$ cat src/rtl/tpmfm_pkg.sv
package tpmfm_pkg;

   // Size of the command and response buffers, in bytes.
   localparam int unsigned BUFFER_BYTES = 4096;
   localparam int unsigned LEN_W = $clog2(BUFFER_BYTES + 1);

   // Register offsets, decoded from the low 12 address bits.
   localparam logic [11:0] REG_STATUS = 12'h018;
   localparam logic [11:0] REG_FIFO   = 12'h024;

   // Status register bits.
   localparam logic [7:0] STS_VALID      = 8'h80;
   localparam logic [7:0] STS_CMD_READY  = 8'h40;
   localparam logic [7:0] STS_GO         = 8'h20;
   localparam logic [7:0] STS_DATA_AVAIL = 8'h10;
   localparam logic [7:0] STS_EXPECT     = 8'h08;
   localparam logic [7:0] STS_RETRY      = 8'h02;
   localparam logic [7:0] STS_RD_MASK    = STS_CMD_READY | STS_DATA_AVAIL | STS_EXPECT;

   // Queue between the front and back parts.
   localparam int unsigned QUEUE_DEPTH = 2;
   localparam int unsigned QPTR_W = $clog2(QUEUE_DEPTH);
   localparam int unsigned QCNT_W = $clog2(QUEUE_DEPTH + 1);

   // Longest length the result field can show.
   localparam int unsigned LEN_SAT = 8191;
   localparam int unsigned CODE_MIN_LEN = 10;

   typedef enum logic [2:0] {
      TIS_UNKNOWN    = 3'd0,
      TIS_IDLE       = 3'd1,
      TIS_READY      = 3'd2,
      TIS_RECEPTION  = 3'd3,
      TIS_EXECUTION  = 3'd4,
      TIS_COMPLETION = 3'd5
   } state_type;

   typedef enum logic [2:0] {
      EV_NONE     = 3'd0,
      EV_CMD      = 3'd1,
      EV_RSP      = 3'd2,
      EV_MULTI    = 3'd3,
      EV_ABORT_RX = 3'd4,
      EV_GO_IGN   = 3'd5,
      EV_ABORT_EX = 3'd6
   } event_type;

   typedef enum logic [2:0] {
      OP_NONE      = 3'd0,
      OP_STATUS_RD = 3'd1,
      OP_STATUS_WR = 3'd2,
      OP_FIFO_RD   = 3'd3,
      OP_FIFO_WR   = 3'd4
   } op_type;

   typedef struct packed {
      logic        req_type;
      logic [23:0] reg_address;
      logic [7:0]  data_byte;
      logic        first_of_transfer;
   } req_beat_type;

   typedef struct packed {
      logic [2:0]  iface_state;
      logic        state_changed;
      logic [2:0]  event_kind;
      logic [12:0] message_length;
      logic [31:0] message_code;
      logic        code_valid;
   } rsp_beat_type;

   // One classified transaction byte, as passed from front to back.
   typedef struct packed {
      op_type     op;
      logic [7:0] data;
   } cmd_type;

   typedef struct packed {
      logic [LEN_W-1:0] len;
      logic [31:0]      code;
   } msg_type;

endpackage

$ cat src/rtl/tpm_tis_fifo_monitor_unit.sv
// Path: a beat accepted on req is written into the queue, then popped by the back part,
// which registers its result and presents it on rsp; the pop waits while the result
// register is full and not being drained.
// Throughput: one beat per cycle while the result register is empty or being drained.
// Reset: synchronous, active high; the tracked state returns to unknown and all
// byte counts and captured codes are cleared, with the queue and result register emptied.
module tpm_tis_fifo_monitor_unit (
   input  logic                    clock,
   input  logic                    reset,
   input  logic                    req_valid,
   output logic                    req_ready,
   input  tpmfm_pkg::req_beat_type req_beat,
   output logic                    rsp_valid,
   input  logic                    rsp_ready,
   output tpmfm_pkg::rsp_beat_type rsp_beat
);

   // The front part decodes the register offset and direction of each beat
   // into a short operation code. Status beats other than the first of their
   // transfer become no-ops here, so the back never sees them as status traffic.
   tpmfm_pkg::cmd_type front_cmd;
   tpmfm_pkg::cmd_type back_cmd;
   logic               queue_full;
   logic               queue_not_empty;
   logic               back_pop;

   tpmfm_front u_front (
      .req_beat (req_beat),
      .cmd      (front_cmd)
   );

   // The two-entry queue lets the front keep taking beats while the result
   // register waits on the consumer. Ready depends only on the fill level,
   // so there is no combinational path from rsp_ready to req_ready.
   assign req_ready = !queue_full;

   tpmfm_queue u_queue (
      .clock     (clock),
      .reset     (reset),
      .push      (req_valid),
      .push_data (front_cmd),
      .full      (queue_full),
      .pop       (back_pop),
      .not_empty (queue_not_empty),
      .pop_data  (back_cmd)
   );

   // The back part holds the interface state and the command and response
   // byte counters. It retires one queued beat per cycle whenever its result
   // register is empty or being drained, producing exactly one result per beat.
   tpmfm_back u_back (
      .clock     (clock),
      .reset     (reset),
      .cmd_valid (queue_not_empty),
      .cmd       (back_cmd),
      .cmd_pop   (back_pop),
      .rsp_valid (rsp_valid),
      .rsp_ready (rsp_ready),
      .rsp_beat  (rsp_beat)
   );

endmodule

$ cat src/rtl/tpmfm_front.sv
module tpmfm_front (
   input  tpmfm_pkg::req_beat_type req_beat,
   output tpmfm_pkg::cmd_type      cmd
);

   logic [11:0] offset;

   assign offset = req_beat.reg_address[11:0];

   // Only the first byte of a status transfer is acted upon; other
   // addresses are passed on as no-ops so every beat still yields a result.
   always_comb begin
      cmd.data = req_beat.data_byte;
      cmd.op   = tpmfm_pkg::OP_NONE;
      if (offset == tpmfm_pkg::REG_STATUS) begin
         if (req_beat.first_of_transfer) begin
            cmd.op = req_beat.req_type ? tpmfm_pkg::OP_STATUS_RD : tpmfm_pkg::OP_STATUS_WR;
         end
      end else if (offset == tpmfm_pkg::REG_FIFO) begin
         cmd.op = req_beat.req_type ? tpmfm_pkg::OP_FIFO_RD : tpmfm_pkg::OP_FIFO_WR;
      end
   end

endmodule

$ cat src/rtl/tpmfm_queue.sv
module tpmfm_queue (
   input  logic               clock,
   input  logic               reset,
   input  logic               push,
   input  tpmfm_pkg::cmd_type push_data,
   output logic               full,
   input  logic               pop,
   output logic               not_empty,
   output tpmfm_pkg::cmd_type pop_data
);

   tpmfm_pkg::cmd_type                  entry_ff [tpmfm_pkg::QUEUE_DEPTH];
   logic [tpmfm_pkg::QPTR_W-1:0]        wr_ptr_ff, wr_ptr_in;
   logic [tpmfm_pkg::QPTR_W-1:0]        rd_ptr_ff, rd_ptr_in;
   logic [tpmfm_pkg::QCNT_W-1:0]        count_ff, count_in;
   logic                                do_push, do_pop;

   assign full      = (count_ff == tpmfm_pkg::QCNT_W'(tpmfm_pkg::QUEUE_DEPTH));
   assign not_empty = (count_ff != '0);
   assign pop_data  = entry_ff[rd_ptr_ff];
   assign do_push   = push && !full;
   assign do_pop    = pop && not_empty;

   always_comb begin
      wr_ptr_in = wr_ptr_ff;
      rd_ptr_in = rd_ptr_ff;
      count_in  = count_ff;
      if (do_push) begin
         wr_ptr_in = (wr_ptr_ff == tpmfm_pkg::QPTR_W'(tpmfm_pkg::QUEUE_DEPTH - 1)) ?
                     '0 : wr_ptr_ff + tpmfm_pkg::QPTR_W'(1);
      end
      if (do_pop) begin
         rd_ptr_in = (rd_ptr_ff == tpmfm_pkg::QPTR_W'(tpmfm_pkg::QUEUE_DEPTH - 1)) ?
                     '0 : rd_ptr_ff + tpmfm_pkg::QPTR_W'(1);
      end
      if (do_push && !do_pop) begin
         count_in = count_ff + tpmfm_pkg::QCNT_W'(1);
      end else if (do_pop && !do_push) begin
         count_in = count_ff - tpmfm_pkg::QCNT_W'(1);
      end
   end

   always_ff @(posedge clock) begin
      if (reset) begin
         wr_ptr_ff <= '0;
         rd_ptr_ff <= '0;
         count_ff  <= '0;
      end else begin
         wr_ptr_ff <= wr_ptr_in;
         rd_ptr_ff <= rd_ptr_in;
         count_ff  <= count_in;
      end
   end

   always_ff @(posedge clock) begin
      if (do_push) begin
         entry_ff[wr_ptr_ff] <= push_data;
      end
   end

endmodule

$ cat src/rtl/tpmfm_back.sv
module tpmfm_back (
   input  logic                    clock,
   input  logic                    reset,
   input  logic                    cmd_valid,
   input  tpmfm_pkg::cmd_type      cmd,
   output logic                    cmd_pop,
   output logic                    rsp_valid,
   input  logic                    rsp_ready,
   output tpmfm_pkg::rsp_beat_type rsp_beat
);

   tpmfm_pkg::state_type    fsm_state_ff, fsm_state_in;
   logic                    finished_ff, finished_in;
   tpmfm_pkg::msg_type      cmd_msg_ff, cmd_msg_in;
   tpmfm_pkg::msg_type      rsp_msg_ff, rsp_msg_in;
   logic                    rsp_valid_ff, rsp_valid_in;
   tpmfm_pkg::rsp_beat_type rsp_beat_ff, rsp_beat_in;

   // Adds one byte to a message; bytes 6 to 9 form the big-endian code.
   function automatic tpmfm_pkg::msg_type append(input tpmfm_pkg::msg_type m,
                                                 input logic [7:0] b);
      tpmfm_pkg::msg_type r;
      logic [31:0]        n;
      r = m;
      n = 32'(m.len);
      if (n < 32'(tpmfm_pkg::BUFFER_BYTES)) begin
         if (n == 32'd6) begin
            r.code[31:24] = b;
         end else if (n == 32'd7) begin
            r.code[23:16] = b;
         end else if (n == 32'd8) begin
            r.code[15:8] = b;
         end else if (n == 32'd9) begin
            r.code[7:0] = b;
         end
         r.len = m.len + tpmfm_pkg::LEN_W'(1);
      end
      return r;
   endfunction

   // Entering reception or completion starts a new transfer.
   function automatic logic finished_after(input tpmfm_pkg::state_type cur,
                                           input tpmfm_pkg::state_type ns,
                                           input logic                 tf);
      logic r;
      r = tf;
      if (ns != cur && (ns == tpmfm_pkg::TIS_RECEPTION || ns == tpmfm_pkg::TIS_COMPLETION)) begin
         r = 1'b0;
      end
      return r;
   endfunction

   assign cmd_pop   = cmd_valid && (!rsp_valid_ff || rsp_ready);
   assign rsp_valid = rsp_valid_ff;
   assign rsp_beat  = rsp_beat_ff;

   always_comb begin
      tpmfm_pkg::state_type ns;
      tpmfm_pkg::event_type ev;
      tpmfm_pkg::msg_type   rep;
      logic                 tf;
      logic [7:0]           b;
      logic [31:0]          rep_len32;

      ns  = fsm_state_ff;
      tf  = finished_ff;
      ev  = tpmfm_pkg::EV_NONE;
      rep = '0;
      b   = cmd.data;
      cmd_msg_in = cmd_msg_ff;
      rsp_msg_in = rsp_msg_ff;

      case (cmd.op)
         tpmfm_pkg::OP_STATUS_RD: begin
            // Leaving the unknown state falls through to the new state's rules.
            if (ns == tpmfm_pkg::TIS_UNKNOWN) begin
               if ((b & (tpmfm_pkg::STS_CMD_READY | tpmfm_pkg::STS_DATA_AVAIL)) ==
                   tpmfm_pkg::STS_CMD_READY) begin
                  tf = finished_after(ns, tpmfm_pkg::TIS_READY, tf);
                  ns = tpmfm_pkg::TIS_READY;
               end else if ((b & tpmfm_pkg::STS_EXPECT) != '0) begin
                  tf = finished_after(ns, tpmfm_pkg::TIS_RECEPTION, tf);
                  ns = tpmfm_pkg::TIS_RECEPTION;
               end else if ((b & tpmfm_pkg::STS_DATA_AVAIL) != '0) begin
                  tf = finished_after(ns, tpmfm_pkg::TIS_COMPLETION, tf);
                  ns = tpmfm_pkg::TIS_COMPLETION;
               end
            end
            case (ns)
               tpmfm_pkg::TIS_IDLE: begin
                  if ((b & (tpmfm_pkg::STS_CMD_READY | tpmfm_pkg::STS_DATA_AVAIL)) ==
                      tpmfm_pkg::STS_CMD_READY) begin
                     ns = tpmfm_pkg::TIS_READY;
                  end else if ((b & tpmfm_pkg::STS_RD_MASK) != '0) begin
                     ns = tpmfm_pkg::TIS_UNKNOWN;
                  end
               end
               tpmfm_pkg::TIS_READY: begin
                  if ((b & tpmfm_pkg::STS_RD_MASK) == tpmfm_pkg::STS_EXPECT) begin
                     tf = finished_after(ns, tpmfm_pkg::TIS_RECEPTION, tf);
                     ns = tpmfm_pkg::TIS_RECEPTION;
                  end else if ((b & (tpmfm_pkg::STS_CMD_READY | tpmfm_pkg::STS_DATA_AVAIL)) !=
                               tpmfm_pkg::STS_CMD_READY) begin
                     ns = tpmfm_pkg::TIS_UNKNOWN;
                  end
               end
               tpmfm_pkg::TIS_RECEPTION: begin
                  if ((b & tpmfm_pkg::STS_VALID) != '0 && (b & tpmfm_pkg::STS_EXPECT) == '0) begin
                     tf = 1'b1;
                  end
               end
               tpmfm_pkg::TIS_EXECUTION: begin
                  if ((b & tpmfm_pkg::STS_RD_MASK) == tpmfm_pkg::STS_DATA_AVAIL) begin
                     rsp_msg_in = '0;
                     tf = finished_after(ns, tpmfm_pkg::TIS_COMPLETION, tf);
                     ns = tpmfm_pkg::TIS_COMPLETION;
                  end else if ((b & tpmfm_pkg::STS_RD_MASK) != '0) begin
                     ns = tpmfm_pkg::TIS_UNKNOWN;
                  end
               end
               tpmfm_pkg::TIS_COMPLETION: begin
                  if ((b & tpmfm_pkg::STS_RD_MASK) == '0) begin
                     rep = rsp_msg_in;
                     tf = 1'b1;
                     rsp_msg_in = '0;
                     ns = tpmfm_pkg::TIS_IDLE;
                     ev = tpmfm_pkg::EV_RSP;
                  end else if ((b & tpmfm_pkg::STS_VALID) != '0 &&
                               (b & tpmfm_pkg::STS_RD_MASK) != tpmfm_pkg::STS_DATA_AVAIL) begin
                     ns = tpmfm_pkg::TIS_UNKNOWN;
                  end
               end
               default: begin
               end
            endcase
         end
         tpmfm_pkg::OP_STATUS_WR: begin
            if (b == '0 || (b & (b - 8'd1)) != '0) begin
               ns = tpmfm_pkg::TIS_UNKNOWN;
               ev = tpmfm_pkg::EV_MULTI;
            end else begin
               case (ns)
                  tpmfm_pkg::TIS_IDLE: begin
                     if ((b & tpmfm_pkg::STS_CMD_READY) != '0) begin
                        ns = tpmfm_pkg::TIS_READY;
                     end
                  end
                  tpmfm_pkg::TIS_RECEPTION: begin
                     if ((b & tpmfm_pkg::STS_CMD_READY) != '0) begin
                        cmd_msg_in = '0;
                        ns = tpmfm_pkg::TIS_IDLE;
                        ev = tpmfm_pkg::EV_ABORT_RX;
                     end else if ((b & tpmfm_pkg::STS_GO) != '0) begin
                        if (!tf) begin
                           ev = tpmfm_pkg::EV_GO_IGN;
                        end else begin
                           rep = cmd_msg_ff;
                           cmd_msg_in = '0;
                           ns = tpmfm_pkg::TIS_EXECUTION;
                           ev = tpmfm_pkg::EV_CMD;
                        end
                     end
                  end
                  tpmfm_pkg::TIS_EXECUTION: begin
                     if ((b & tpmfm_pkg::STS_CMD_READY) != '0) begin
                        ns = tpmfm_pkg::TIS_IDLE;
                        ev = tpmfm_pkg::EV_ABORT_EX;
                     end
                  end
                  tpmfm_pkg::TIS_COMPLETION: begin
                     if ((b & tpmfm_pkg::STS_RETRY) != '0) begin
                        rsp_msg_in = '0;
                     end else if ((b & tpmfm_pkg::STS_CMD_READY) != '0) begin
                        rsp_msg_in = '0;
                        ns = tpmfm_pkg::TIS_IDLE;
                     end
                  end
                  default: begin
                  end
               endcase
            end
         end
         tpmfm_pkg::OP_FIFO_RD: begin
            if (ns == tpmfm_pkg::TIS_COMPLETION && !tf) begin
               rsp_msg_in = append(rsp_msg_ff, b);
            end
         end
         tpmfm_pkg::OP_FIFO_WR: begin
            if (ns == tpmfm_pkg::TIS_READY || ns == tpmfm_pkg::TIS_IDLE) begin
               cmd_msg_in = append('0, b);
               tf = finished_after(ns, tpmfm_pkg::TIS_RECEPTION, tf);
               ns = tpmfm_pkg::TIS_RECEPTION;
            end else if (ns == tpmfm_pkg::TIS_RECEPTION && !tf) begin
               cmd_msg_in = append(cmd_msg_ff, b);
            end
         end
         default: begin
         end
      endcase

      fsm_state_in = ns;
      finished_in  = tf;

      rep_len32 = 32'(rep.len);
      rsp_beat_in.iface_state    = ns;
      rsp_beat_in.state_changed  = (ns != fsm_state_ff);
      rsp_beat_in.event_kind     = ev;
      rsp_beat_in.message_length = '0;
      rsp_beat_in.message_code   = '0;
      rsp_beat_in.code_valid     = 1'b0;
      if (ev == tpmfm_pkg::EV_CMD || ev == tpmfm_pkg::EV_RSP) begin
         rsp_beat_in.message_length = (rep_len32 > 32'(tpmfm_pkg::LEN_SAT)) ?
                                      13'(tpmfm_pkg::LEN_SAT) : rep_len32[12:0];
         rsp_beat_in.code_valid     = (rep_len32 >= 32'(tpmfm_pkg::CODE_MIN_LEN));
         rsp_beat_in.message_code   = rsp_beat_in.code_valid ? rep.code : '0;
      end

      rsp_valid_in = rsp_valid_ff;
      if (cmd_pop) begin
         rsp_valid_in = 1'b1;
      end else if (rsp_ready) begin
         rsp_valid_in = 1'b0;
      end
   end

   always_ff @(posedge clock) begin
      if (reset) begin
         fsm_state_ff <= tpmfm_pkg::TIS_UNKNOWN;
         finished_ff  <= 1'b0;
         cmd_msg_ff   <= '0;
         rsp_msg_ff   <= '0;
         rsp_valid_ff <= 1'b0;
      end else begin
         rsp_valid_ff <= rsp_valid_in;
         if (cmd_pop) begin
            fsm_state_ff <= fsm_state_in;
            finished_ff  <= finished_in;
            cmd_msg_ff   <= cmd_msg_in;
            rsp_msg_ff   <= rsp_msg_in;
         end
      end
   end

   always_ff @(posedge clock) begin
      if (cmd_pop) begin
         rsp_beat_ff <= rsp_beat_in;
      end
   end

endmodule
$ cat config.mk
export PLATFORM = sky130hd
export DESIGN_NAME = tpm_tis_fifo_monitor_unit
export DESIGN_NICKNAME = d
export VERILOG_FILES = /design/src/rtl/tpmfm_pkg.sv /design/src/rtl/tpm_tis_fifo_monitor_unit.sv /design/src/rtl/tpmfm_front.sv /design/src/rtl/tpmfm_queue.sv /design/src/rtl/tpmfm_back.sv
export SDC_FILE = /design/constraint.sdc
export NUM_CORES = 1
export LEC_CHECK = 0
export BUFFER_PORTS_ARGS = -buffer_cell sky130_fd_sc_hd__buf_4
export CORE_MARGIN = 3
export CORE_UTILIZATION = 36
export CTS_CLUSTER_DIAMETER = 200
export DETAILED_ROUTE_END_ITERATION = 7
export GPL_TIMING_DRIVEN = 0
export MAX_ROUTING_LAYER = met4
export PLACE_DENSITY = 0.59
export REMOVE_ABC_BUFFERS = 1
export SLEW_MARGIN = 30
export SYNTH_ARGS = -nofsm -noshare
export SYNTH_HDL_FRONTEND = slang
export SYNTH_HIERARCHICAL = 1
export SYNTH_SLANG_ARGS = --single-unit
$ cat constraint.sdc
create_clock -name clock -period 9.56 [get_ports clock]
set_input_delay 1.912 -clock clock [delete_from_list [all_inputs] [get_ports clock]]
set_output_delay 1.912 -clock clock [all_outputs]
set_load 0.005 [all_outputs]
==> flow_summary.html <==
<table>
<tr><th>Metric</th><th>Value</th></tr>
<tr><th colspan="2">Status</th></tr>
<tr><td>Outcome</td><td>finished clean</td></tr>
<tr><th colspan="2">Flow run</th></tr>
<tr><td>Number of max-capacitance violations reported</td><td>0</td></tr>
<tr><th colspan="2">Critical path</th></tr>
<tr><td>Worst Path Arrival</td><td>4.43 ns</td></tr>
<tr><td>Critical path class</td><td>in2reg</td></tr>
<tr><td>Nature of the critical path endpoint</td><td>flip-flop</td></tr>
<tr><td>Req. time, crit path</td><td>9.93 ns</td></tr>
<tr><td>Critical Path Fanout Max</td><td>69</td></tr>
<tr><td>CP Launch Type</td><td>primary input</td></tr>
<tr><th colspan="2">Finish</th></tr>
<tr><td>Share of cells above drive strength 1</td><td>18.9%</td></tr>
<tr><td>Area Growth Syn to Fin</td><td>17.1%</td></tr>
<tr><td>Util after Layout</td><td>43.7%</td></tr>
<tr><td>Layout Nets</td><td>912</td></tr>
<tr><td>Diode insertion count for antenna repair</td><td>0</td></tr>
<tr><th colspan="2">Yosys</th></tr>
<tr><td>Fraction of post-synthesis cell area in the top cell type by area</td><td>27.1%</td></tr>
<tr><td>Most area-hungry cell type in the Yosys netlist</td><td>edfxtp_1</td></tr>
<tr><td>Number of enable flip-flop cells after synthesis</td><td>75</td></tr>
<tr><td>Distinct cell type count after synthesis</td><td>77</td></tr>
<tr><td>Top cells by count, synth</td><td>nor2_1, dfxtp_1, edfxtp_1</td></tr>
<tr><td>Proportion of synthesized flip-flops having asynchronous set or reset</td><td>0%</td></tr>
<tr><td>Post-synthesis register bit count</td><td>175</td></tr>
<tr><td>Portion of the post-synthesis area used by sequential elements</td><td>51.3%</td></tr>
<tr><td>Cells after Synth</td><td>815</td></tr>
<tr><td>Average cell area after synthesis</td><td>10.2 um2</td></tr>
<tr><td>Top-count cell post-synth</td><td>nor2_1</td></tr>
<tr><td>Ranking of synthesized cells by area</td><td>edfxtp_1, dfxtp_1, mux2i_1</td></tr>
<tr><td>Number of warning messages in the yosys log</td><td>6</td></tr>
<tr><td>Main synth FF type</td><td>dfxtp_1</td></tr>
<tr><td>Synthesized area</td><td>8300 um2</td></tr>
<tr><th colspan="2">Clocking</th></tr>
<tr><td># H-tree levels</td><td>4</td></tr>
<tr><td>Inserted Clock Buffers</td><td>17</td></tr>
<tr><td>Clock tree from TritonCTS</td><td>built</td></tr>
<tr><td>Post-cts repair resize count</td><td>0</td></tr>
<tr><td>Clk Tree Root Cell</td><td>clkbuf_16</td></tr>
<tr><td>Sink count of the clock tree</td><td>175</td></tr>
<tr><td>Count of buffers added by post-CTS timing repair for setup</td><td>0</td></tr>
<tr><td>Clock Latency Late Sink</td><td>0.43 ns</td></tr>
<tr><td>Clock transition at path regs</td><td>0.06 ns</td></tr>
<tr><td>CTS Hold Buffers Added</td><td>0</td></tr>
<tr><td>Number of buffers on the longest clock path</td><td>2</td></tr>
<tr><th colspan="2">Drt</th></tr>
<tr><td>Number of routed nets with antenna violations</td><td>0</td></tr>
<tr><td>Number of iterations in the first detailed-routing pass</td><td>5</td></tr>
<tr><td>Via density</td><td>5.52</td></tr>
<tr><td>Total detailed-routing wirelength</td><td>20400 um</td></tr>
<tr><td>DRC Markers</td><td>0</td></tr>
<tr><td>Average detailed-routed wire length per instance</td><td>17.6 um</td></tr>
<tr><td>Initial drt markers</td><td>586</td></tr>
<tr><td>Total via count after detailed routing</td><td>6391</td></tr>
<tr><th colspan="2">Floorplanning</th></tr>
<tr><td>I/O pin cnt</td><td>93</td></tr>
<tr><td>Die width</td><td>158 um</td></tr>
<tr><td>Area of the placeable core</td><td>22200 um2</td></tr>
<tr><td>Die Outline Area</td><td>24900 um2</td></tr>
<tr><td>Effective utilization at floorplan</td><td>37.3%</td></tr>
<tr><td>Count of standard-cell rows</td><td>54</td></tr>
<tr><td>Die height</td><td>158 um</td></tr>
<tr><th colspan="2">Timing</th></tr>
<tr><td>Maximum clock frequency</td><td>246 MHz</td></tr>
<tr><td>Worst hold slack</td><td>0.484 ns</td></tr>
<tr><td>Setup skew after layout</td><td>0.0110 ns</td></tr>
<tr><td>Worst slew slack as a fraction of its limit</td><td>39.8%</td></tr>
<tr><td>RSZ-0062 raised after global routing</td><td>no</td></tr>
<tr><td>Final cycle utilization of the critical path</td><td>42.5%</td></tr>
<tr><td>Setup Viol. Count Final</td><td>0</td></tr>
<tr><td>Slew @ Worst Pin</td><td>0.898 ns</td></tr>
<tr><td>Final-report hold violation count</td><td>0</td></tr>
<tr><td>Time the worst path needs with I/O delays and setup</td><td>4.06 ns</td></tr>
<tr><td>Total count of max-transition violations in the final report</td><td>0</td></tr>
<tr><th colspan="2">Global routing</th></tr>
<tr><td>Gr usage total</td><td>17.3%</td></tr>
<tr><td>Total gr overflow</td><td>0</td></tr>
<tr><td>Vias in the first global route</td><td>6055</td></tr>
<tr><td>Antenna violations before repair</td><td>0</td></tr>
<tr><td>Pin count of the biggest net entering global routing</td><td>91</td></tr>
<tr><td>First-pass GRT wire length</td><td>33100 um</td></tr>
<tr><th colspan="2">Power and ir drop</th></tr>
<tr><td>Peak supply drop</td><td>0.240 mV</td></tr>
<tr><td>Total power</td><td>2.36 mW</td></tr>
<tr><td>Standby leakage power</td><td>3.54 nW</td></tr>
<tr><td>Pwr Density</td><td>243 nW/um2</td></tr>
<tr><th colspan="2">Placement</th></tr>
<tr><td>Hpwl dp</td><td>13600 um</td></tr>
<tr><td>Routability-driven placement congestion ratio</td><td>0.867</td></tr>
<tr><td>Port-buffer cells</td><td>80</td></tr>
<tr><th colspan="2">Min path</th></tr>
<tr><td>Worst Hold Class</td><td>reg2reg</td></tr>
</table>
[logic make-up (layout without fill, tap and decap cells)]
kind of cell,Yosys count,count (layout),synth area share (%)
mux,60,60,7.42
simple gates,286,286,17.5
compound gates,197,197,17.3
flops,175,175,51.3
xor+xnor,10,10,1.06
fa+ha+maj,10,10,1.48
buf+inv,77,140,3.98
[flip-flops by register name, summed over array words and instances (netlist names), named ones only]
register,count
u_back/finished_ff,1
u_back/rsp_valid,1
u_queue/entry_ff,22
u_back/fsm_state_ff,3
u_back/cmd_msg_ff,45
u_queue/wr_ptr_ff,1
u_queue/rd_ptr_ff,1
u_back/rsp_beat,53
u_queue/count_ff,2
u_back/rsp_msg_ff,45
[through the flow]
step | std cells | setup TNS, ns | setup WS (ns) | cell area [um2]
3_3_place_gp | 1114 | -29.25 | -1.24 | 8980
2_1_floorplan | 754 | 0 | 3.70 | 8030
6_report | 1158 | 0 | 5.50 | 9710
3_5_place_dp | 1125 | 0 | 5.02 | 9150
4_1_cts | 1157 | 0 | 5.47 | 9700
5_1_grt | 1158 | 0 | 5.27 | 9710
[where the power goes]
group          leakage (nW)  total, mW  internal, mW  switching (mW)
registers              1.54       1.02         0.940          0.0760
clock network         0.273      0.664         0.354           0.310
logic                  1.73      0.680         0.283           0.397
[critical path, stage by stage]
cell	delay [ns]
buf_4	0.10
nand2b_1	0.14
nand2_1	0.30
clkinv_4	0.54
nand2_1	0.24
a21oi_1	0.16
a21oi_1	0.77
a22o_1	0.25
[routing by layer]
metal  GRT usage, %  up-vias  routed length, um
met4           4.75        0                272
met1           23.1     3106               9590
met3           3.80       28                947
li1               -     3092                  -
met2           26.6      165               9620
met5              -        -                  0
[area by class of cell]
cell class	count	area, um2
tap	280	350
multi-input combinational	563	3760
fill	2102	12500
clock inverter	11	96.3
sequential	175	4250
timing repair buffer	92	724
clock buffer	21	460
inverter	16	65.1
[path summary, 6_finish.rpt]
kind,cells after the start,from,endpoint,slack [ns]
hold reg to reg,1,u_back/cmd_msg_ff[13],u_back/cmd_msg_ff[13],0.48
hold / removal,1,u_back/cmd_msg_ff[13],u_back/cmd_msg_ff[13],0.48
setup / recovery,8,rsp_ready,u_back/cmd_msg_ff[13],5.50
setup reg to reg,11,flip-flop,u_back/rsp_beat[14],5.63
[cell usage in the layout (no fill, tap or decap), types with 4 or more instances in the layout]
cell type,instances
a211oi_1,4
a21oi_1,39
a22o_1,30
a22oi_1,33
a311oi_1,6
a31oi_1,7
and2_1,20
and3_1,9
buf_4,83
buf_6,9
clkbuf_16,17
clkinv_4,4
dfxtp_1,100
edfxtp_1,75
ha_1,9
inv_1,14
inv_6,4
mux2_2,12
mux2i_1,48
nand2_1,46
nand2b_1,6
nand3_1,15
nand3b_1,5
nor2_1,117
nor2b_1,8
nor3_1,19
nor4_1,7
o211a_1,4
o21ai_0,29
or4_1,4
xnor2_1,4
xor2_1,6
(Power assumes the default switching activity.)
